--- src/design/sbc_pkg.sv ---
`timescale 1ns / 1ps
`default_nettype none
package sbc_pkg;

  localparam int unsigned ENTRY_COUNT_DEF = 16;
  localparam logic [31:0] BUDGET_RESET    = 32'd1048576;

  // Operation classes after decode
  typedef enum logic [1:0] {
    OP_INSERT = 2'd0,
    OP_LOOKUP = 2'd1,
    OP_CLEAR  = 2'd2,
    OP_NONE   = 2'd3
  } op_e;

  // Back-end sequencer states
  typedef enum logic [3:0] {
    ST_IDLE,
    ST_KSCAN,
    ST_REMOVE,
    ST_EXPIRE,
    ST_WRITE,
    ST_BUDGET,
    ST_EVSCAN,
    ST_EVREAD,
    ST_EVDROP,
    ST_CLEAR,
    ST_DONE
  } state_e;

  // Command passed from front to back
  typedef struct packed {
    op_e         op;
    logic [47:0] key;
    logic [15:0] value;
    logic [31:0] size;
    logic [31:0] ttl;
    logic [47:0] stamp;
    logic [47:0] now;
  } cmd_t;

  // Stored entry payload
  typedef struct packed {
    logic [47:0] key;
    logic [15:0] value;
    logic [31:0] size;
    logic [31:0] ttl;
    logic [47:0] stamp;
  } entry_t;

  // Result item
  typedef struct packed {
    logic        hit;
    logic        expired;
    logic [15:0] value;
    logic [31:0] size;
    logic [31:0] ttl;
    logic [47:0] stamp;
    logic [31:0] bytes_held;
    logic [4:0]  evicted;
  } result_t;

endpackage
`default_nettype wire

--- src/design/sbc_ram.sv ---
`timescale 1ns / 1ps
`default_nettype none
module sbc_ram #(
  parameter int unsigned WIDTH = 8,
  parameter int unsigned DEPTH = 16
) (
  input  wire logic                     clk_i,
  input  wire logic                     we_i,
  input  wire logic [$clog2(DEPTH)-1:0] waddr_i,
  input  wire logic [WIDTH-1:0]         wdata_i,
  input  wire logic [$clog2(DEPTH)-1:0] raddr_i,
  output logic      [WIDTH-1:0]         rdata_o
);

  logic [WIDTH-1:0] mem_q [DEPTH];

  // one write port, registered read port
  always_ff @(posedge clk_i) begin
    if (we_i) begin
      mem_q[waddr_i] <= wdata_i;
    end
    rdata_o <= mem_q[raddr_i];
  end

endmodule
`default_nettype wire

--- src/design/sbc_engine.sv ---
`timescale 1ns / 1ps
`default_nettype none
module sbc_engine #(
  parameter int unsigned ENTRY_COUNT = sbc_pkg::ENTRY_COUNT_DEF
) (
  input  wire logic        clk_i,
  input  wire logic        rst_ni,
  input  wire logic [31:0] budget_i,
  input  wire logic        cmd_valid_i,
  output logic             cmd_pop_o,
  input  sbc_pkg::cmd_t    cmd_i,
  output logic             res_valid_o,
  input  wire logic        res_ready_i,
  output sbc_pkg::result_t res_o
);

  localparam int unsigned IW = $clog2(ENTRY_COUNT);
  localparam int unsigned CW = $clog2(ENTRY_COUNT + 1);
  localparam int unsigned EW = $bits(sbc_pkg::entry_t);

  sbc_pkg::state_e  state_q, state_d;
  sbc_pkg::cmd_t    cmd_q;
  sbc_pkg::entry_t  hold_q, rdata, wdata;
  sbc_pkg::result_t out_q;
  logic             out_valid_q;

  logic [CW-1:0] ctr_q, count_q, evicted_q;
  logic          pend_q, free_ok_q, ret_write_q, hit_q, exp_q;
  logic [IW-1:0] pidx_q, free_q, slot_q;
  logic          valid_q [ENTRY_COUNT];
  logic [IW-1:0] rank_q  [ENTRY_COUNT];
  logic [32:0]   total_q;

  // sequencer actions
  logic          do_remove, do_write, do_clear, do_load;
  logic [IW-1:0] raddr, rem_rank;
  logic [31:0]   rem_bytes;
  logic          match, scan_done, ev_hit, expired;
  logic [47:0]   age;
  logic [IW-1:0] ctr_idx;

  assign ctr_idx  = ctr_q[IW-1:0];
  assign rem_rank = rank_q[slot_q];

  assign wdata.key   = cmd_q.key;
  assign wdata.value = cmd_q.value;
  assign wdata.size  = cmd_q.size;
  assign wdata.ttl   = cmd_q.ttl;
  assign wdata.stamp = cmd_q.stamp;

  logic [EW-1:0] rdata_raw;
  assign rdata = sbc_pkg::entry_t'(rdata_raw);

  sbc_ram #(
    .WIDTH (EW),
    .DEPTH (ENTRY_COUNT)
  ) u_ram (
    .clk_i   (clk_i),
    .we_i    (do_write),
    .waddr_i (slot_q),
    .wdata_i (EW'(wdata)),
    .raddr_i (raddr),
    .rdata_o (rdata_raw)
  );

  // key compare on returned read data, oldest search over flop ranks
  assign match     = pend_q && valid_q[pidx_q] && (rdata.key == cmd_q.key);
  assign scan_done = (ctr_q == CW'(ENTRY_COUNT)) && !pend_q;
  assign ev_hit    = valid_q[ctr_idx] && (rank_q[ctr_idx] == IW'(count_q - CW'(1)));
  assign age       = (cmd_q.now >= hold_q.stamp) ? (cmd_q.now - hold_q.stamp) : 48'd0;
  assign expired   = (age >= {16'd0, hold_q.ttl});

  // next state and actions
  always_comb begin
    state_d   = state_q;
    cmd_pop_o = 1'b0;
    do_remove = 1'b0;
    do_write  = 1'b0;
    do_clear  = 1'b0;
    do_load   = 1'b0;
    raddr     = slot_q;
    rem_bytes = hold_q.size;
    case (state_q)
      sbc_pkg::ST_IDLE: begin
        if (cmd_valid_i) begin
          cmd_pop_o = 1'b1;
          case (cmd_i.op)
            sbc_pkg::OP_INSERT, sbc_pkg::OP_LOOKUP: state_d = sbc_pkg::ST_KSCAN;
            sbc_pkg::OP_CLEAR:                      state_d = sbc_pkg::ST_CLEAR;
            default:                                state_d = sbc_pkg::ST_DONE;
          endcase
        end
      end
      sbc_pkg::ST_KSCAN: begin
        raddr = ctr_idx;
        if (match) begin
          state_d = (cmd_q.op == sbc_pkg::OP_INSERT) ? sbc_pkg::ST_REMOVE
                                                     : sbc_pkg::ST_EXPIRE;
        end else if (scan_done) begin
          if (cmd_q.op != sbc_pkg::OP_INSERT) begin
            state_d = sbc_pkg::ST_DONE;
          end else if (count_q == CW'(ENTRY_COUNT)) begin
            state_d = sbc_pkg::ST_EVSCAN;
          end else begin
            state_d = sbc_pkg::ST_WRITE;
          end
        end
      end
      sbc_pkg::ST_REMOVE: begin
        do_remove = 1'b1;
        state_d   = sbc_pkg::ST_WRITE;
      end
      sbc_pkg::ST_EXPIRE: begin
        do_remove = expired;
        state_d   = sbc_pkg::ST_DONE;
      end
      sbc_pkg::ST_WRITE: begin
        do_write = 1'b1;
        state_d  = sbc_pkg::ST_BUDGET;
      end
      sbc_pkg::ST_BUDGET: begin
        if ((total_q > {1'b0, budget_i}) && (count_q != '0)) begin
          state_d = sbc_pkg::ST_EVSCAN;
        end else begin
          state_d = sbc_pkg::ST_DONE;
        end
      end
      sbc_pkg::ST_EVSCAN: begin
        if (ev_hit) state_d = sbc_pkg::ST_EVREAD;
      end
      sbc_pkg::ST_EVREAD: begin
        state_d = sbc_pkg::ST_EVDROP;
      end
      sbc_pkg::ST_EVDROP: begin
        do_remove = 1'b1;
        rem_bytes = rdata.size;
        state_d   = ret_write_q ? sbc_pkg::ST_WRITE : sbc_pkg::ST_BUDGET;
      end
      sbc_pkg::ST_CLEAR: begin
        do_clear = 1'b1;
        state_d  = sbc_pkg::ST_DONE;
      end
      sbc_pkg::ST_DONE: begin
        if (!out_valid_q || res_ready_i) begin
          do_load = 1'b1;
          state_d = sbc_pkg::ST_IDLE;
        end
      end
      default: state_d = sbc_pkg::ST_IDLE;
    endcase
  end

  always_ff @(posedge clk_i or negedge rst_ni) begin
    if (!rst_ni) begin
      state_q <= sbc_pkg::ST_IDLE;
    end else begin
      state_q <= state_d;
    end
  end

  // per-operation working registers
  always_ff @(posedge clk_i) begin
    case (state_q)
      sbc_pkg::ST_IDLE: begin
        cmd_q       <= cmd_i;
        ctr_q       <= '0;
        pend_q      <= 1'b0;
        free_ok_q   <= 1'b0;
        hit_q       <= 1'b0;
        exp_q       <= 1'b0;
        evicted_q   <= '0;
        ret_write_q <= 1'b0;
      end
      sbc_pkg::ST_KSCAN: begin
        pend_q <= 1'b0;
        if (ctr_q != CW'(ENTRY_COUNT)) begin
          pend_q <= 1'b1;
          pidx_q <= ctr_idx;
          ctr_q  <= ctr_q + CW'(1);
          if (!free_ok_q && !valid_q[ctr_idx]) begin
            free_q    <= ctr_idx;
            free_ok_q <= 1'b1;
          end
        end
        if (match) begin
          slot_q <= pidx_q;
          hold_q <= rdata;
        end else if (scan_done) begin
          slot_q      <= free_q;
          ctr_q       <= '0;
          ret_write_q <= 1'b1;
        end
      end
      sbc_pkg::ST_EXPIRE: begin
        hit_q <= !expired;
        exp_q <= expired;
      end
      sbc_pkg::ST_WRITE: begin
        ret_write_q <= 1'b0;
      end
      sbc_pkg::ST_BUDGET: begin
        ctr_q <= '0;
      end
      sbc_pkg::ST_EVSCAN: begin
        if (ev_hit) begin
          slot_q <= ctr_idx;
        end else begin
          ctr_q <= ctr_q + CW'(1);
        end
      end
      sbc_pkg::ST_EVDROP: begin
        evicted_q <= evicted_q + CW'(1);
      end
      default: ;
    endcase
  end

  // entry valid bits, live count and byte total
  always_ff @(posedge clk_i or negedge rst_ni) begin
    if (!rst_ni) begin
      for (int i = 0; i < ENTRY_COUNT; i++) valid_q[i] <= 1'b0;
      count_q <= '0;
      total_q <= '0;
    end else if (do_clear) begin
      for (int i = 0; i < ENTRY_COUNT; i++) valid_q[i] <= 1'b0;
      count_q <= '0;
      total_q <= '0;
    end else if (do_remove) begin
      valid_q[slot_q] <= 1'b0;
      count_q <= count_q - CW'(1);
      total_q <= total_q - {1'b0, rem_bytes};
    end else if (do_write) begin
      valid_q[slot_q] <= 1'b1;
      count_q <= count_q + CW'(1);
      total_q <= total_q + {1'b0, cmd_q.size};
    end
  end

  // age ranks: close the gap on removal, age everyone on insert
  always_ff @(posedge clk_i) begin
    for (int i = 0; i < ENTRY_COUNT; i++) begin
      if (do_remove) begin
        if (valid_q[i] && (rank_q[i] > rem_rank)) rank_q[i] <= rank_q[i] - IW'(1);
      end else if (do_write) begin
        if (IW'(i) == slot_q) begin
          rank_q[i] <= '0;
        end else if (valid_q[i]) begin
          rank_q[i] <= rank_q[i] + IW'(1);
        end
      end
    end
  end

  // output register
  always_ff @(posedge clk_i or negedge rst_ni) begin
    if (!rst_ni) begin
      out_valid_q <= 1'b0;
    end else if (do_load) begin
      out_valid_q <= 1'b1;
    end else if (res_ready_i) begin
      out_valid_q <= 1'b0;
    end
  end

  always_ff @(posedge clk_i) begin
    if (do_load) begin
      out_q.hit        <= hit_q;
      out_q.expired    <= exp_q;
      out_q.value      <= hit_q ? hold_q.value : 16'd0;
      out_q.size       <= hit_q ? hold_q.size  : 32'd0;
      out_q.ttl        <= hit_q ? hold_q.ttl   : 32'd0;
      out_q.stamp      <= hit_q ? hold_q.stamp : 48'd0;
      out_q.bytes_held <= total_q[31:0];
      out_q.evicted    <= 5'(evicted_q);
    end
  end

  assign res_valid_o = out_valid_q;
  assign res_o       = out_q;

endmodule
`default_nettype wire

--- config.mk ---
export PLATFORM = sky130hd
export DESIGN_NAME = sbc_engine
export DESIGN_NICKNAME = d
export VERILOG_FILES = /design/src/design/sbc_pkg.sv /design/src/design/sbc_ram.sv /design/src/design/sbc_engine.sv
export SDC_FILE = /design/constraint.sdc
export NUM_CORES = 2
export LEC_CHECK = 0
export BUFFER_PORTS_ARGS = -buffer_cell sky130_fd_sc_hd__buf_2
export CORE_MARGIN = 5
export CORE_UTILIZATION = 40
export CTS_BUF_LIST = sky130_fd_sc_hd__clkbuf_2 sky130_fd_sc_hd__clkbuf_4 sky130_fd_sc_hd__clkbuf_8
export DETAILED_ROUTE_END_ITERATION = 6
export SLEW_MARGIN = 5
export SYNTH_ARGS = -nofsm -noshare
export SYNTH_HDL_FRONTEND = slang
export SYNTH_SLANG_ARGS = --single-unit
--- constraint.sdc ---
create_clock -name clk_i -period 34.5 [get_ports clk_i]
set_input_delay 6.9 -clock clk_i [delete_from_list [all_inputs] [get_ports clk_i]]
set_output_delay 6.9 -clock clk_i [all_outputs]
set_load 0.05 [all_outputs]
; ---- Yosys cells after proc, flatten, opt, wreduce, memory -nomap -nowiden
; Memory sizes are Yosys's and may differ from the RTL's. A register that Yosys moved wholly into a read port is not among the register bits.
; Cells that the tools add are included.
; Widths: inputs -> output; s select.
[totals]
regBits = 607
latch_bits = 0
ramBits = 2880
romBits = 0
in_bits = 262
out_inout_bits = 169
wordCells = 537
mem_count = 2
[op_classes]
n_addsub = 39
multipliers = 0
div_mod_pow = 0
order_cmp = 23
n_eq_ne = 41
shifts = 0
muxes = 289
bitwise_logic = 38
n_reduce_logical = 56
[memory_table]
columns = memory, depth, word_bits, read_ports, rd_clocked_by_memory_dff, write_ports, line_no
row1 = u_ram.mem_q, 16, 176, 1, 1, 1, sbc_ram.sv:15  ; logic [WIDTH-1:0] mem_q [DEPTH];
row2 = rank_q, 16, 4, 18, 2, 16, sbc_engine.sv:31  ; logic [IW-1:0] rank_q [ENTRY_COUNT];
[ops]
columns = operator, count
row1 = $mux 1, 214
row2 = $mux 4, 45
row3 = $mux 33, 3
row4 = $add 4x1->4 const B, 16
row5 = $gt 4x4->1, 16
row6 = $sub 4x1->4 const B, 16
row7 = $eq 48x48->1, 1
row8 = $ge 48x32->1, 1
row9 = $ge 48x48->1, 1
row10 = $mux 16, 3
row11 = $mux 48, 1
row12 = $sub 48x48->48, 1
row13 = $pmux 4 s10, 1
row14 = $mux 5, 7
row15 = $add 33x32->33, 1
row16 = $gt 33x32->1, 1
row17 = $sub 33x32->33, 1
row18 = $eq 4x4->1 const A, 8
row19 = $mux 32, 1
row20 = $or 1x1->1, 32
row21 = $logic_and 1x1->1, 23
row22 = $and 16x16->16, 1
row23 = $eq 3x4->1 const A, 4
row24 = $eq 4x3->1 const B, 4
row25 = other kinds (37), 84

; ---- Depth between registers and ports, before layout
[logic_depth]
ltp_word = 9
mapped_depth = 47
mapped_depth_nobuf = 45

; ---- By module
; A second synthesis with hierarchy kept.
[hier_totals]
hier_cells = 7744
hier_area_um2 = 145613.4
[modules_own_cells]
columns = module, n_inst, cells_each, area_per_inst_um2, seq_area_each_um2
row1 = sbc_ram, 1, 4601, 109134.7, 88084.5
row2 = sbc_engine, 1, 3143, 36478.7, 20014.2

; ---- Least setup slack after synthesis
; OpenSTA, ideal clock, no wires.
[synth_timing]
path_kind = register to output
start = register state_q[1]
end = output cmd_pop_o
t_arrival_ns = 11.477
required_time_ns = 27.600
slack_ns = 16.123
path_stages_with_launch = 5
cell_sequence = dfrtp_1 clkbuf_1 or3_1 nor2_1 and2_1
[synth_via]
elab_chain_cells = 2
[synth_lines]
columns = item, line_no
row1 = from (decl), sbc_engine.sv:21  ; sbc_pkg::state_e state_q, state_d;
row2 = from (signal assigned), sbc_engine.sv:155  ; state_q <= sbc_pkg::ST_IDLE;
row3 = from (signal assigned), sbc_engine.sv:157  ; state_q <= state_d;
row4 = $logic_not 4->1, sbc_engine.sv:83  ; case (state_q)
row5 = $mux 1, sbc_engine.sv:83
row6 = to (decl), sbc_engine.sv:10  ; output logic cmd_pop_o,
; No other way between the ends.

; ---- Worst setup path after layout
[layout_timing]
start = input cmd_valid_i
end = output cmd_pop_o
[layout_via]
elab_chain_cells = 2
[layout_lines]
columns = item, line_no
row1 = from (decl), sbc_engine.sv:9  ; input wire logic cmd_valid_i,
row2 = $mux 1, sbc_engine.sv:85  ; if (cmd_valid_i) begin
row3 = $mux 1, sbc_engine.sv:83
; No other way between the ends.

==> results.md <==
- Run status: finished, violations left
- Failing checks: DRC
- Root cell of the clock tree: clkbuf_8
- Number of distinct library cells after synthesis: 81
- Crit path DAT: 7360 ps
- Count of hold-fix buffers inserted at cts: 0
- Skew-Pair Late Insertion Delay: 1210 ps
- Worst endpoint required time: 27,600 ps
- Critical Setup Path Class: primary input to output pin
- Die area: 377,000 um^2
- Share of the core filled with cells in the final layout: 46.0%
- Pwr dens: 80.3 nW/um^2
- Post-synthesis async set-or-reset flop share: 1.61%
- DRT Pass-1 Iters: 7
- Flip-flop and latch count after synthesis: 3,671
- Share of synthesized area occupied by flip-flops and latches: 74.0%
- Synth-to-layout area growth: 14.4%
- Top cells by area in the synthesized netlist: edfxtp_1, mux4_2, dfxtp_1, ha_1, nand2_1
- Maximum number of pins on one net before global-route repair: 141
- Netlist area before placement: 146,000 um^2
- Final Hold Violating Endpoints: 0
- Routed wire per std cell: 27.6 um
- Dominant cell by count in the synthesized netlist: edfxtp_1
- H-tree levels: 6
- Tightest hold margin: 381 ps
- CTS resizes: 0
- Max-cap violations: 0
- Gp weighted congestion: 0.892
- Core outline area: 363,000 um^2
- Static power due to leakage: 55.6 nW
- Total Power: 0.0134 W
- Yosys warnings: 0
- Sum of net half-perimeters after detailed placement: 218 mm
- First-pass GRT wire length: 565 mm
- # nets final: 9,295
- Post-synthesis instance total: 7,978
- Clock Skews: 74.7 ps
- Area of placed instances: 154,000 um^2
- Die height: 614 um
- Vias in the first global route: 81,900
- Clock sinks: 3,671
- Setup repair after global routing missed its margin: false
- TritonCTS Buffers: 612
- Commonest cells in the netlist: edfxtp_1, mux4_2, nand2_1
- M3 GR Usage: 3.40%
- Post-detailed-route DRC marker count: 1
- Max FO, Critical Path: 2
- Met2 track utilization from global routing: 33.2%
- Path type of the worst min-delay path: flop to flop
- Number of port buffers: 430
- DIE WIDTH: 614 um
- VDD IR-drop max: 63.6 uV
- Endpoint kind of the worst setup timing path: output pin
- F_max: 0.0701 GHz
- Initial standard-cell utilization of the core: 40.2%
- Count of pins over their slew limit: 0
- Setup TNS: 0 ps
- Gr busiest metal: met2
- Clock slew at reported path FFs: 60 ps
- Via-to-Cell Ratio: 5.58
- Most instantiated flip-flop cell in the synthesis netlist: edfxtp_1
- Cell taking the most area after synthesis: edfxtp_1
- Final clock period utilization by the worst path: 41.3%
- Clock Path Buffers: 4
- Per-instance average area after synthesis: 18.3 um^2
- ANT nets after route: 0
- Total number of placement rows: 221
- I/O pin total: 431
- Fin area: 167,000 um^2
- Detailed Route Iter0 Violations: 7,168
- Portion of synthesized cell area occupied by the leading cell type: 70.5%
- Overall track demand over capacity in global routing: 20.2%
- Crit path launch type: primary input
- Remaining Overflow, GRT: 0
- Clock tree from TritonCTS: yes
- Global-route met1 utilization: 26.8%
- Post-synthesis net count: 8,488
- Share of post-route cells with drive strength above 1: 26.3%
- Number of synthesized flops with an enable pin: 3,428
- Routed via count: 78,800
- Worst-Margin Slew: 1260 ps
- Initial antenna violation count: 48
- Setup-violating endpoint count in the final report: 0
- Worst slew slack as a fraction of its limit: 15.8%
- Minimum period implied by the final worst setup slack: 14,260 ps
- Total wire length: 390 mm
- Post-CTS Setup Inserts: 0
cell usage in the layout, fill, tap and decap left out, types with 34 or more instances in the layout:
cell         n
edfxtp_1  3428
mux4_2     752
clkbuf_8   663
nand2_1    597
buf_2      430
and2_1     315
clkbuf_4   267
a21oi_1    264
ha_1       246
nor2_1     218
inv_1      193
a31oi_1    192
a211oi_1   187
dfxtp_1    184
o21ai_0    162
buf_4      117
xnor2_1     83
clkinv_1    80
nand3_1     68
xor2_1      66
nor3_1      60
dfrtp_1     59
nand4_1     54
clkinv_2    43
nand2b_1    35
a21o_1      35
a221oi_1    34
power breakdown:
group / internal, W / total [W] / leakage (nW) / switching, W
registers: 0.00559 / 0.00605 / 33.2 / 0.000459
logic: 0.00139 / 0.00341 / 15.7 / 0.00202
clock network: 0.00218 / 0.00395 / 6.76 / 0.00177
total: 0.00916 / 0.0134 / 55.6 / 0.00424
metrics by stage:
step | setup slack, ps | std cells
floorplan | 16120 | 7978
global placement | 20240 | 13000
detailed placement | 20240 | 13000
CTS | 20240 | 14100
global route | 20220 | 14100
finish | 20240 | 14100
per-layer routing:
layer	part of all wire [%]	wire length [um]	vias to the layer above
li1	-	-	33700
met1	41	160000	41300
met2	48	189000	2998
met3	6.2	24200	712
met4	4.2	16500	6
met5	0.0092	36	-
worst paths after layout:
| path | startpoint | to | slack, ps | depth (start not counted) |
|---|---|---|---|---|
| min reg2reg | u_ram.rdata_o[64] | hold_q[64] | 380 | 0 |
| max reg2reg | cmd_q[0] | total_q[31] | 23240 | 41 |
| min in group asynchronous | rst_ni | total_q[24] | 5920 | 2 |
| min | u_ram.rdata_o[64] | hold_q[64] | 380 | 0 |
| max | cmd_valid_i | cmd_pop_o | 20240 | 3 |
| max in group asynchronous | rst_ni | valid_q[10] | 27910 | 2 |
cells by family after synthesis:
| family | share of synthesized area (%) |
|---|---|
| compound gates | 4.69 |
| fa+ha+maj | 2.14 |
| xor+xnor | 0.894 |
| buf+inv | 1.48 |
| mux | 11.8 |
| simple gates | 4.94 |
| flops | 74.0 |
final cells by class:
cell class,instances,area [um^2]
Timing Repair Buffer,568,3450
Inverter,193,724
Multi-Input combinational cell,3739,36000
Fill cell,30900,196000
Clock inverter,194,1600
Sequential cell,3671,108000
Antenna cell,25,62.6
Clock buffer,930,11100
Tap cell,4794,6000
critical path, stage by stage:
cell    delay [ps]
buf_2           90
and2_1         110
buf_2          250
sequential cells by signal, indices dropped and copies added, names as in the netlist, named ones only:
signal,count
evicted_q,5
free_ok_q,1
hold_q,128
ret_write_q,1
pend_q,1
valid_q,16
ctr_q,5
exp_q,1
total_q,33
free_q,4
state_q,4
slot_q,4
res_o,167
pidx_q,4
rank_q,64
u_ram.rdata_o,176
res_valid_o,1
cmd_q,226
u_ram.mem_q,2816
hit_q,1
count_q,5
No activity file was read; power rests on OpenSTA's default activity.
