--- config.mk ---
export PLATFORM = sky130hd
export DESIGN_NAME = sbc_queue
export DESIGN_NICKNAME = d
export VERILOG_FILES = /design/src/design/sbc_pkg.sv /design/src/design/sbc_queue.sv
export SDC_FILE = /design/constraint.sdc
export NUM_CORES = 1
export LEC_CHECK = 0
export ABC_CLOCK_PERIOD_IN_PS = 10800
export BUFFER_PORTS_ARGS = -buffer_cell sky130_fd_sc_hd__buf_2
export CAP_MARGIN = 20
export CELL_PAD_IN_SITES_DETAIL_PLACEMENT = 2
export CELL_PAD_IN_SITES_GLOBAL_PLACEMENT = 2
export CORE_ASPECT_RATIO = 2
export CORE_UTILIZATION = 36
export CTS_BUF_LIST = sky130_fd_sc_hd__clkbuf_8
export CTS_CLUSTER_DIAMETER = 30
export DETAILED_ROUTE_END_ITERATION = 16
export GPL_ROUTABILITY_DRIVEN = 0
export GPL_TIMING_DRIVEN = 0
export PLACE_DENSITY = 0.75
export SYNTH_ARGS = -nofsm -noshare
export SYNTH_HDL_FRONTEND = slang
export SYNTH_SLANG_ARGS = --single-unit
--- constraint.sdc ---
create_clock -name clk_i -period 10.8 [get_ports clk_i]
set_input_delay 1.08 -clock clk_i [delete_from_list [all_inputs] [get_ports clk_i]]
set_output_delay 1.08 -clock clk_i [all_outputs]
set_load 0.03 [all_outputs]
--- src/design/sbc_pkg.sv ---
`timescale 1ns / 1ps
`default_nettype none
package sbc_pkg;

  localparam int unsigned ENTRY_COUNT_DEF = 16;
  localparam logic [31:0] BUDGET_RESET    = 32'd1048576;

  // Operation classes after decode
  typedef enum logic [1:0] {
    OP_INSERT = 2'd0,
    OP_LOOKUP = 2'd1,
    OP_CLEAR  = 2'd2,
    OP_NONE   = 2'd3
  } op_e;

  // Back-end sequencer states
  typedef enum logic [3:0] {
    ST_IDLE,
    ST_KSCAN,
    ST_REMOVE,
    ST_EXPIRE,
    ST_WRITE,
    ST_BUDGET,
    ST_EVSCAN,
    ST_EVREAD,
    ST_EVDROP,
    ST_CLEAR,
    ST_DONE
  } state_e;

  // Command passed from front to back
  typedef struct packed {
    op_e         op;
    logic [47:0] key;
    logic [15:0] value;
    logic [31:0] size;
    logic [31:0] ttl;
    logic [47:0] stamp;
    logic [47:0] now;
  } cmd_t;

  // Stored entry payload
  typedef struct packed {
    logic [47:0] key;
    logic [15:0] value;
    logic [31:0] size;
    logic [31:0] ttl;
    logic [47:0] stamp;
  } entry_t;

  // Result item
  typedef struct packed {
    logic        hit;
    logic        expired;
    logic [15:0] value;
    logic [31:0] size;
    logic [31:0] ttl;
    logic [47:0] stamp;
    logic [31:0] bytes_held;
    logic [4:0]  evicted;
  } result_t;

endpackage
`default_nettype wire

--- src/design/sbc_queue.sv ---
`timescale 1ns / 1ps
`default_nettype none
module sbc_queue (
  input  wire logic     clk_i,
  input  wire logic     rst_ni,
  input  wire logic     push_i,
  output logic          push_ready_o,
  input  sbc_pkg::cmd_t push_data_i,
  output logic          pop_valid_o,
  input  wire logic     pop_i,
  output sbc_pkg::cmd_t pop_data_o
);

  sbc_pkg::cmd_t mem_q [2];
  logic          wptr_q, rptr_q;
  logic [1:0]    cnt_q;

  assign push_ready_o = (cnt_q != 2'd2);
  assign pop_valid_o  = (cnt_q != 2'd0);
  assign pop_data_o   = mem_q[rptr_q];

  // storage
  always_ff @(posedge clk_i) begin
    if (push_i) begin
      mem_q[wptr_q] <= push_data_i;
    end
  end

  // pointers and fill
  always_ff @(posedge clk_i or negedge rst_ni) begin
    if (!rst_ni) begin
      wptr_q <= 1'b0;
      rptr_q <= 1'b0;
      cnt_q  <= 2'd0;
    end else begin
      if (push_i) wptr_q <= ~wptr_q;
      if (pop_i)  rptr_q <= ~rptr_q;
      case ({push_i, pop_i})
        2'b10:   cnt_q <= cnt_q + 2'd1;
        2'b01:   cnt_q <= cnt_q - 2'd1;
        default: cnt_q <= cnt_q;
      endcase
    end
  end

endmodule
`default_nettype wire

* Word level (Yosys, flattened, before mapping)
Memories as Yosys holds them, arrays and structs flattened.
Index checks and enable logic that the tools add are counted.
** Word-level totals
- Register bits :: 4
- Memories :: 1
- Memory bits (writable) :: 452
- Bits of input ports :: 230
- Output and inout bits :: 228
- Word-level logic and storage cells :: 16
** Cells by class
- Bitwise operators :: 2
- Muxes and demuxes :: 3
- $add $sub $neg :: 2
- Reductions and logical operators :: 2
- Equal/unequal tests :: 3
** Memories
- mem_q :: depth 2, width 226, rd ports 1, clocked after memory_dff 0, wr ports 1, line sbc_queue.sv:14 : sbc_pkg::cmd_t mem_q [2];
** Operator list (number)
- $pmux 2 s2 :: 1
- $reduce_bool 2->1 :: 2
- $add 2x1->2 const B :: 1
- $eq 2x1->1 const B :: 1
- $eq 2x2->1 const B :: 1
- $mux 1 :: 2
- $ne 2x2->1 const B :: 1
- $not 1->1 :: 2
- $sub 2x1->2 const B :: 1

* Depth between registers and ports, before layout
Gate-level depths: netlist of run 1.
- Depth after elaboration :: 2
- Depth in mapped cells :: 5
- Depth with buffers taken out :: 5

* Worst setup path after synthesis of run 1
No wires, ideal clock.
- Path kind :: input to register
- Start point :: input port push_i
- End point :: memory mem_q[0][0] in the netlist's numbering, enable pin
- Stages :: 2
- Data required time :: 9.977 ns
- Data arrival time :: 10.598 ns
- Path buffers :: 0
- Path slack :: -0.621 ns
- Setup time :: 0.823 ns
- Cell sequence :: inv_1 > nor2_1
** Between the ends
- Word-level cells in the longest chain between the ends :: 2
** RTL lines
- from (decl) :: line sbc_queue.sv:6 : input wire logic push_i,
- $mux 1 :: line sbc_queue.sv:24 : if (push_i) begin
- $mux 1 (not written as such) :: line sbc_queue.sv:25 : mem_q[wptr_q] <= push_data_i;
- to (decl) :: line sbc_queue.sv:14
No other way between the ends.

==> impl_results.md, run 1 <==
* Hold slack at 0.285 ns
* CTS tree: done
* WS Path Type: flip-flop to primary output
* Port Buffer Count at 457
* Via count at 8,909
* R2R Setup Slk at 8.58 ns
* Relative slew slack at 60.8%
* RSZ-0062 raised after global routing: no
* Peak VDD IR at 186 uV
* Tmin final at 3.25 ns
* Post-synthesis async set-or-reset flop share at 0.877%
* Synthesis-stage register bit count at 456
* Synth top area cells: edfxtp_1 (82%), mux2_2 (13%), mux2_4 (2.7%)
* Clock network power share at 22.8%
* Starting density of the core at 36.6%
* Switch Pwr at 2270 uW
* Worst Path Required at 9.72 ns
* Clock Latency Late Sink at 0.59 ns
* Syn nets at 950
* Final Hold Viols at 0
* Post-synth top area cell: edfxtp_1
* Mean post-synth cell area at 23.1 um^2
* Routed Antenna Nets at 0
* Capture point of the worst path: pop_data_o[167]
* Clk slew on worst S/H paths at 0.06 ns
* Reg2Reg Capture Point: mem_q[0][206]
* Worst r2r src: wptr_q
* Die height at 306 um
* Antenna violations before repair at 18
* Worst Tran Pin Value at 0.586 ns
* First-pass GRT wire length at 64,900 um
* Worst Path Max Fanout at 10
* Largest net degree at the start of global routing at 66
* Count leader, synth: edfxtp_1
* Pwr dens at 289 nW/um^2
* Worst EP arrival at 2.17 ns
* Drt first pass iters at 4
* Hold Crit Class: primary input to async pin
* Internal at 3870 uW
* Setup violations, final at 0
* Chip width at 154 um
* Status: completed
* Max cap viols at 0
* Commonest cells post-synth: edfxtp_1 (452), mux2_2 (196), mux2_4 (30)
* Overall overflow remaining after global route at 0
* Main synth FF type: edfxtp_1
* Final #Nets at 1,492
* Initial DRC count at 376
* Core area at 45,300 um^2
* Sequential power share at 39.5%
* Cells after Synth at 719
* Routed len/inst at 24.1 um
* Placed insts at 1,748
* HPWL Detailed at 33,200 um
* Synthesis-to-finish area growth at 28.0%
* DP Area at 19,900 um^2
* Root buf cell: clkbuf_8
* CTS Buf Count at 71
* Ys Warns at 0
* Aggregate global-route resource usage at 19.2%
* H-tree levels at 3
* DR DRC count at 0
* Die area at 47,000 um^2
* Final wirelength at 45,400 um
* Crit path launch: rptr_q
* Cell count of the worst reg-to-reg path at 5
* Final period util at 30.1%
* Fmax at 0.307 GHz
* Site Rows at 110
* Critical Path Start Type: flip-flop
* TNS Setup at 0 ns
* Fin area at 21,200 um^2
* Post-route insts no fill at 1,886
* EDFF count, synth at 452
* Unique cell type count in the Yosys netlist at 15
* I/O pin cnt at 458
* Skew final at 0.0263 ns
* Switching Share at 37.0%
* Share of cells above drive strength 1 at 62.0%
* Element type at the critical path end: primary output
* Mapped cell area at 16,600 um^2
* Clock Sinks at 456
* Logic pwr share at 37.6%
* Slew Limit Fails at 0
* Sequential share of the synthesized area at 82.4%
* Vias in the first global route at 10,500
* Post-CTS Resized at 0
* Clock buffer depth at 3
* Hold_buf cts at 0
* Vias per cell at 4.72
* Leakage at 0.00814 uW
* Proportion of netlist area held by the largest area contributor at 81.8%
* Post CTS Setup Buffer Count at 0
## layout by cell type (no fill, tap or decap), types with 4 or more instances in the layout
master / n
clkinv_1: 11
inv_1: 24
mux2_4: 30
buf_4: 11
buf_6: 4
buf_2: 467
clkbuf_8: 73
diode_2: 14
buf_12: 8
mux2_2: 196
bufinv_16: 4
edfxtp_1: 452
buf_16: 4
dfrtp_1: 4
inv_6: 4
## final cells by class
cell class	instances	area, um^2
Antenna cell	14	35.0
Buffer	25	178
Clock buffer	73	1000
Clock inverter	51	347
Fill cell	4246	24000
Inverter	1	3.75
Multi-Input combinational cell	237	2750
Sequential cell	456	13700
Tap cell	560	701
Timing Repair Buffer	469	2560
## sequential cells by signal, indices dropped and copies added, names as in the netlist
register  cells
cnt_q         2
mem_q       452
rptr_q        1
wptr_q        1
## worst max-delay path, stage by stage (launching register included)
cell and delay, ns:
dfrtp_1 0.34, buf_2 0.35, buf_4 0.31, mux2_2 0.39, buf_2 0.20
## routing by layer
layer  track usage, %  up-vias  share of wire (%)  routed length, um
met3             5.67      105                7.1               3240
met5                0        -              0.057                 26
li1                 -     3978                  -                  -
met4             11.0        4                4.4               1980
met1             16.1     4443                 29              13300
met2             38.4      379                 59              26900
## power groups by stage
stage | registers [uW] | logic, uW | clock network [uW]
after floorplan | 2510 | 1590 | 0
after global placement | 2580 | 2240 | 0
after detailed placement | 2470 | 2350 | 0
after CTS | 2430 | 2360 | 1460
after global routing | 2450 | 2420 | 1520
final | 2430 | 2310 | 1400
## logic make-up after synthesis
logic type / synth area share (%)
flops: 82.4
mux: 16.0
buf+inv: 1.09
xor+xnor: 0.264
simple gates: 0.158
fa+ha+maj: 0.0754
## through the flow
step	total power (uW)	util (%)	setup slack, ns
2_1_floorplan	4100	-	3.34
3_3_place_gp	4820	43.3	-0.319
3_5_place_dp	4820	43.9	7.72
4_1_cts	6250	46.9	7.38
5_1_grt	6400	46.9	7.38
6_report	6140	46.9	7.55
## how the worst min path moves through the flow
stage                     depth (start not counted)     start       end  slack (ns)
after floorplan                                   1  cnt_q[1]  cnt_q[1]        0.46
after CTS                                         1    rst_ni  cnt_q[0]        0.22
final                                             1    rst_ni  cnt_q[0]        0.29
after global routing                              1    rst_ni    wptr_q        0.23
after global placement                            1  cnt_q[1]  cnt_q[1]        0.48
after detailed placement                          1  cnt_q[1]  cnt_q[1]        0.49
Note: power is estimated with default switching activity, not from simulation.
==> run 2: changes to the inputs <==
--- a/config.mk
+++ b/config.mk
@@ -5,19 +5,20 @@
 export SDC_FILE = /design/constraint.sdc
 export NUM_CORES = 1
 export LEC_CHECK = 0
-export ABC_CLOCK_PERIOD_IN_PS = 10800
+export ABC_AREA = 1
+export ABC_CLOCK_PERIOD_IN_PS = 2800
 export BUFFER_PORTS_ARGS = -buffer_cell sky130_fd_sc_hd__buf_2
 export CAP_MARGIN = 20
 export CELL_PAD_IN_SITES_DETAIL_PLACEMENT = 2
 export CELL_PAD_IN_SITES_GLOBAL_PLACEMENT = 2
 export CORE_ASPECT_RATIO = 2
-export CORE_UTILIZATION = 36
+export CORE_UTILIZATION = 33
 export CTS_BUF_LIST = sky130_fd_sc_hd__clkbuf_8
 export CTS_CLUSTER_DIAMETER = 30
 export DETAILED_ROUTE_END_ITERATION = 16
 export GPL_ROUTABILITY_DRIVEN = 0
 export GPL_TIMING_DRIVEN = 0
-export PLACE_DENSITY = 0.75
+export PLACE_DENSITY = 0.76
 export SYNTH_ARGS = -nofsm -noshare
 export SYNTH_HDL_FRONTEND = slang
 export SYNTH_SLANG_ARGS = --single-unit
==> constraint.sdc (replaced) <==
create_clock -name clk_i -period 2.8 [get_ports clk_i]
set_input_delay 0.28 -clock clk_i [delete_from_list [all_inputs] [get_ports clk_i]]
set_output_delay 0.28 -clock clk_i [all_outputs]
set_load 0.03 [all_outputs]
==> run 2 against run 1 <==
  * Design area rose by 14%
  * Clock-buffer cell count rose by 3
  * Synthesized cell count grew 67%
  * Sequential power grew to 3.9 times the previous value
  * Critical path type unchanged
  * Critical endpoint is now pop_data_o[219]
  * Largest cell class unchanged
  * Highest routed layer unchanged
==> impl_results.md, run 2 <==
* Final #Nets at 2,212 (+48%)
* Post-synth top area cell: edfxtp_1
* Hold slack at 0.334 ns (+0.0486 ns)
* Setup violations, final at 0 (unchanged)
* R2R Setup Slk at 0.61 ns (-7.97 ns)
* Unique cell type count in the Yosys netlist at 16 (+1)
* Total power at 26,300 uW (+330%)
* Max cap viols at 0 (unchanged)
* Ys Warns at 0 (unchanged)
* Vias in the first global route at 15,200 (+46%)
* Final wirelength at 66,500 um (+46%)
* Worst Path Required at 2.52 ns (-7.20 ns)
* Synth top area cells: edfxtp_1 (80%), o21ai_0 (5.8%), nand2_1 (5.2%)
* TNS Setup at 0 ns (unchanged)
* Pwr dens at 1090 nW/um^2 (+280%)
* Slew Limit Fails at 0 (unchanged)
* Root buf cell: clkbuf_8
* Die height at 322 um (+5.4%)
* Aggregate global-route resource usage at 25.5% (+6.3 points)
* Die area at 52,200 um^2 (+11%)
* Setup slack after layout at 0.194 ns (-7.35 ns)
* Final period util at 93.1%
* Max reg flops at 452 (unchanged)
* Synthesis-stage register bit count at 456 (unchanged)
* Pre-CTS WS at 0.533 ns (-7.18 ns)
* Relative slew slack at 44.0% (-17 points)
* Main synth FF type: edfxtp_1
* Top Registers: mem_q: 452 flops, cnt_q: 2 flops
* Clock buffer depth at 3 (unchanged)
* Initial DRC count at 498 (+32%)
* Post-synthesis async set-or-reset flop share at 0.877% (unchanged)
* Core area at 50,800 um^2 (+12%)
* Filler cells at 4,983 (+17%)
* Proportion of netlist area held by the largest area contributor at 80.2% (-1.6 points)
* Critical Path Start Type: flip-flop
* CTS tree: done
* Fmax at 0.384 GHz
* Most common cell after layout, fill and taps aside: buf_2
* Mean post-synth cell area at 14.1 um^2 (-39%)
* Element type at the critical path end: primary output
* Clk slew on worst S/H paths at 0.08 ns (+0.02 ns)
* Peak VDD IR at 648 uV (+250%)
* Commonest non-fill, non-tap cells in the layout: buf_2 (466), edfxtp_1 (452), inv_1 (247)
* First-pass GRT wire length at 95,400 um (+47%)
* Cells after Synth at 1,204 (+67%)
* Share of cells above drive strength 1 at 29.9% (-32 points)
* Final Hold Viols at 0 (unchanged)
* Top reg by flops: mem_q
* Drt first pass iters at 4 (unchanged)
* Via count at 12,700 (+42%)
* Routed len/inst at 24.6 um (+2.2%)
* Worst Path Max Fanout at 19 (+9)
* Hold Crit Class: primary input to flip-flop
* Commonest cells post-synth: edfxtp_1 (452), nand2_1 (233), inv_1 (232)
* Antenna violations before repair at 11 (-7)
* DR DRC count at 0 (unchanged)
* CTS Buf Count at 74 (+4.2%)
* Largest net degree at the start of global routing at 40 (-39%)
* Sequential share of the synthesized area at 80.8% (-1.6 points)
* Chip width at 162 um (+5.4%)
* Routed Antenna Nets at 0 (unchanged)
* Site Rows at 117 (+6.4%)
* I/O pin cnt at 458 (unchanged)
* Status: completed
* Mapped cell area at 16,900 um^2 (+2.0%)
* Skew final at 0.0352 ns (+0.00890 ns)
* Count leader, synth: edfxtp_1
* Starting density of the core at 33.3% (-3.3 points)
* Syn nets at 1,435 (+51%)
* Synthesis-to-finish area growth at 42.8%
* RSZ-0062 raised after global routing: no
* Post CTS Setup Buffer Count at 0 (unchanged)
* Worst EP arrival at 2.33 ns (+0.16 ns)
* HPWL Detailed at 40,000 um (+21%)
* EDFF count, synth at 452 (unchanged)
* Clock Sinks at 456 (unchanged)
* Leakage at 0.0103 uW (+26%)
* Overall overflow remaining after global route at 0 (unchanged)
* Worst Tran Pin Value at 0.839 ns (+0.252 ns)
* Port Buffer Count at 457 (unchanged)
* H-tree levels at 3 (unchanged)
* Clock Latency Late Sink at 0.68 ns (+0.09 ns)
* Vias per cell at 4.68 (-0.87%)
* Tmin final at 2.61 ns
* WS Path Type: flip-flop to primary output
run 2: final timing paths:
path / depth (start not counted) / from / end
hold reg to reg: 1 / cnt_q[0] / cnt_q[0]
setup reg to reg: 4 / wptr_q / mem_q[0][64]
min in group asynchronous: 3 / rst_ni / wptr_q
max in group asynchronous: 3 / rst_ni / cnt_q[1]
setup / recovery: 6 / rptr_q / pop_data_o[219]
hold / removal: 2 / push_data_i[21] / mem_q[0][21]
run 2: critical path: stages (launching register included):
cell     delay [ns]
dfrtp_1        0.37
buf_4          0.30
buf_6          0.24
buf_4          0.22
nand2_1        0.09
o21ai_0        0.16
buf_2          0.28
run 2: final cells by class:
class	instances	area, um^2	area share, %
Inverter	232	875	3.62
Antenna cell	9	22.5	0.0932
Clock inverter	58	423	1.75
Clock buffer	76	1050	4.33
Buffer	49	319	1.32
Timing Repair Buffer	702	4910	20.3
Sequential cell	456	13700	56.6
Tap cell	654	818	3.39
Multi-Input combinational cell	466	2070	8.57
run 2: cell families (layout without fill, tap and decap cells):
family	Yosys count	count (layout)	share of synthesized area (%)
DFF	456	456	80.8
buffers and inverters	282	1117	7.03
and+or+nand+nor	236	236	5.26
AOI/OAI and AO/OA	226	226	6.68
xor gates and xnor gates	3	3	0.155
adders and majority gates	1	1	0.0739
other	0	9	0
run 2: what timing repair did:
| item | CTS | global route |
|---|---|---|
| setup endpoints to repair | 5 | 0 |
| hold buffers | 230 | 0 |
| resized for setup | 4 | 0 |
| endpoints found under the hold margin | 459 | 0 |
run 2: report_power, final:
part,leakage (uW),internal (uW),switching [uW]
registers,0.00429,9050,439
logic,0.00519,2670,8130
clock network,0.000789,3040,3010
total,0.0103,14800,11600
run 2: layer usage:
layer	wire length [um]	global-route usage, %
met5	45	0
met2	37800	50.2
met1	20900	22.2
met3	3840	6.54
met4	3950	15.6
run 2: per-stage QoR:
step / cells / area, um^2 / util, %
floorplan: 1204 / 16900 / -
global placement: 2315 / 20000 / 39.5
detailed placement: 2330 / 20400 / 40.1
CTS: 2693 / 24100 / 47.5
global route: 2699 / 24200 / 47.5
finish: 2702 / 24200 / 47.6
==> run 3: changes to the inputs <==
--- a/config.mk
+++ b/config.mk
@@ -14,7 +14,7 @@
 export CORE_ASPECT_RATIO = 2
 export CORE_UTILIZATION = 33
 export CTS_BUF_LIST = sky130_fd_sc_hd__clkbuf_8
-export CTS_CLUSTER_DIAMETER = 30
+export CTS_CLUSTER_DIAMETER = 100
 export DETAILED_ROUTE_END_ITERATION = 16
 export GPL_ROUTABILITY_DRIVEN = 0
 export GPL_TIMING_DRIVEN = 0
==> constraint.sdc (replaced) <==
create_clock -name clk_i -period 2.8 [get_ports clk_i]
set_input_delay 0.14 -clock clk_i [delete_from_list [all_inputs] [get_ports clk_i]]
set_output_delay 0.14 -clock clk_i [all_outputs]
set_load 0.03 [all_outputs]
==> run 3 against run 2 <==
  * Worst hold slack got worse by 0.095 ns
  * Non-clock buffer count up 1
  * Combinational power about the same
  * First-iteration DRC count increased by 15%
  * Via count decreased by 0.54%
  * Cell count is 0.67% lower
  * Largest power group unchanged
==> impl_results.md, run 3 (synthesis gave the netlist of run 2 again) <==
* Status: completed
* Total area of sequential cells at 13,700 um^2 (unchanged)
* Largest net degree at the start of global routing at 40 (unchanged)
* Synthesis-to-finish area growth at 41.6%
* Routed len/inst at 24.5 um (-0.55%)
* Clock Sinks at 456 (unchanged)
* CTS Buf Count at 68 (-8.1%)
* Tmin final at 2.65 ns (+0.0396 ns)
* Antenna violations before repair at 17 (+6)
* Starting density of the core at 33.3% (unchanged)
* Fmax at 0.378 GHz (-1.5%)
* Skew final at 0.0188 ns (-0.0164 ns)
* Vias in the first global route at 15,000 (-1.7%)
* Commonest non-fill, non-tap cells in the layout: buf_2 (466), edfxtp_1 (452), inv_1 (246)
* Worst Path Required at 2.66 ns (+0.14 ns)
* Hold Crit Class: primary input to flip-flop
* Most common cell after layout, fill and taps aside: buf_2
* H-tree levels at 3 (unchanged)
* Slew Limit Fails at 0 (unchanged)
* Worst Path Max Fanout at 10 (-9)
* Setup violations, final at 0 (unchanged)
* HPWL Detailed at 40,000 um (unchanged)
* Root buf cell: clkbuf_8
* Top reg by flops: mem_q
* RSZ-0062 raised after global routing: no
* Internal at 14,400 uW (-2.2%)
* First-pass GRT wire length at 94,600 um (-0.82%)
* Peak VDD IR at 660 uV (+1.8%)
* Routed Antenna Nets at 0 (unchanged)
* Switching Share at 44.0% (+0.058 points)
* Final Hold Viols at 0 (unchanged)
* DR DRC count at 0 (unchanged)
* Worst Tran Pin Value at 0.814 ns (-0.0243 ns)
* Worst EP arrival at 2.51 ns (+0.18 ns)
* Leakage at 0.0102 uW (-0.96%)
* Top Registers: mem_q: 452 flops, cnt_q: 2 flops
* Relative slew slack at 45.6% (+1.6 points)
* Filler cells at 4,980 (-0.060%)
* Final #Nets at 2,207 (-0.23%)
* Hold slack at 0.239 ns (-0.0947 ns)
* Aggregate global-route resource usage at 25.2% (-0.29 points)
* Setup slack after layout at 0.154 ns (-0.0396 ns)
* Chip width at 162 um (unchanged)
* Core area at 50,800 um^2 (unchanged)
* Pwr dens at 1080 nW/um^2 (-1.3%)
* Die height at 322 um (unchanged)
* Multi-input logic area at 2070 um^2 (unchanged)
* Drt first pass iters at 4 (unchanged)
* Clock buffer depth at 3 (unchanged)
* Switch Pwr at 11,300 uW (-1.9%)
* Max reg flops at 452 (unchanged)
* I/O pin cnt at 458 (unchanged)
* Share of cells above drive strength 1 at 29.2% (-0.76 points)
* Port Buffer Count at 457 (unchanged)
* Final wirelength at 65,700 um (-1.2%)
* Final period util at 94.5% (+1.4 points)
* Element type at the critical path end: primary output
* Clock Latency Late Sink at 0.62 ns (-0.06 ns)
* Logic pwr share at 41.9% (+0.9 points)
* Site Rows at 117 (unchanged)
* WS Path Type: flip-flop to primary output
* Clock network power share at 21.4% (-1.6 points)
* Initial DRC count at 571 (+15%)
* Vias per cell at 4.69 (+0.13%)
* Sequential power share at 36.8% (+0.8 points)
* Overall overflow remaining after global route at 0 (unchanged)
* Pre-CTS WS at 0.608 ns (+0.0748 ns)
* CTS tree: done
* Die area at 52,200 um^2 (unchanged)
* Critical Path Start Type: flip-flop
* Max cap viols at 0 (unchanged)
* Post CTS Setup Buffer Count at 0 (unchanged)
* Via count at 12,600 (-0.54%)
* Clk slew on worst S/H paths at 0.08 ns (about the same)
* Total power at 25,800 uW (-2.1%)
[run 3: repair_timing]
| item | in CTS | in global routing |
|---|---|---|
| setup endpoints to repair | 1 | 0 |
| endpoints found under the hold margin | 460 | 0 |
| hold buffers | 230 | 0 |
| resized for setup | 1 | 0 |
[run 3: worst paths after layout]
| kind | start | to | slack [ns] | depth (start not counted) |
|---|---|---|---|---|
| worst max-delay path | rptr_q | pop_data_o[40] | 0.15 | 4 |
| min in group asynchronous | rst_ni | wptr_q | 0.47 | 3 |
| worst max register to register | wptr_q | mem_q[0][67] | 0.61 | 4 |
| worst min-delay path | push_data_i[8] | mem_q[0][8] | 0.24 | 2 |
| max in group asynchronous | rst_ni | cnt_q[1] | 2.13 | 3 |
| worst min register to register | cnt_q[0] | cnt_q[0] | 0.52 | 1 |
[run 3: through the flow]
step           utilization, %  area (um^2)  std cells  setup TNS, ns
6_report                 47.2        24000       2684              0
3_3_place_gp             39.5        20000       2315       -1652.25
5_1_grt                  47.2        24000       2684              0
3_5_place_dp             40.1        20400       2330              0
2_1_floorplan               -        16900       1204        -646.26
4_1_cts                  47.1        23900       2674              0
[run 3: area by class of cell]
class / count / area share (%)
antenna: 10 / 0.104
buffer: 50 / 1.33
clock buffer: 71 / 4.08
clock inverter: 43 / 1.23
inverter: 232 / 3.65
multi-input combinational: 466 / 8.64
sequential: 456 / 57.1
tap: 654 / 3.41
timing repair buffer: 702 / 20.5
[run 3: power by group through the flow]
stage	registers [uW]	logic, uW	clock network, uW
finish	9480	10800	5510
floorplan	9590	6230	0
CTS	9410	10700	5520
global placement	9730	9680	0
global route	9570	11400	5930
detailed placement	9540	10300	0
[run 3: routing by layer]
| layer | up-vias | wire (um) | track usage, % |
|---|---|---|---|
| li1 | 5635 | - | - |
| met5 | - | 60 | 0 |
| met3 | 181 | 3230 | 5.05 |
| met1 | 6262 | 21900 | 23.6 |
| met2 | 496 | 36800 | 49.3 |
| met4 | 10 | 3630 | 14.5 |
[run 3: worst max-delay path, stage by stage, from the launching register on]
cell	delay (ns)
dfrtp_1	0.39
buf_4	0.21
clkbuf_1	0.33
o21ai_0	0.64
buf_2	0.32
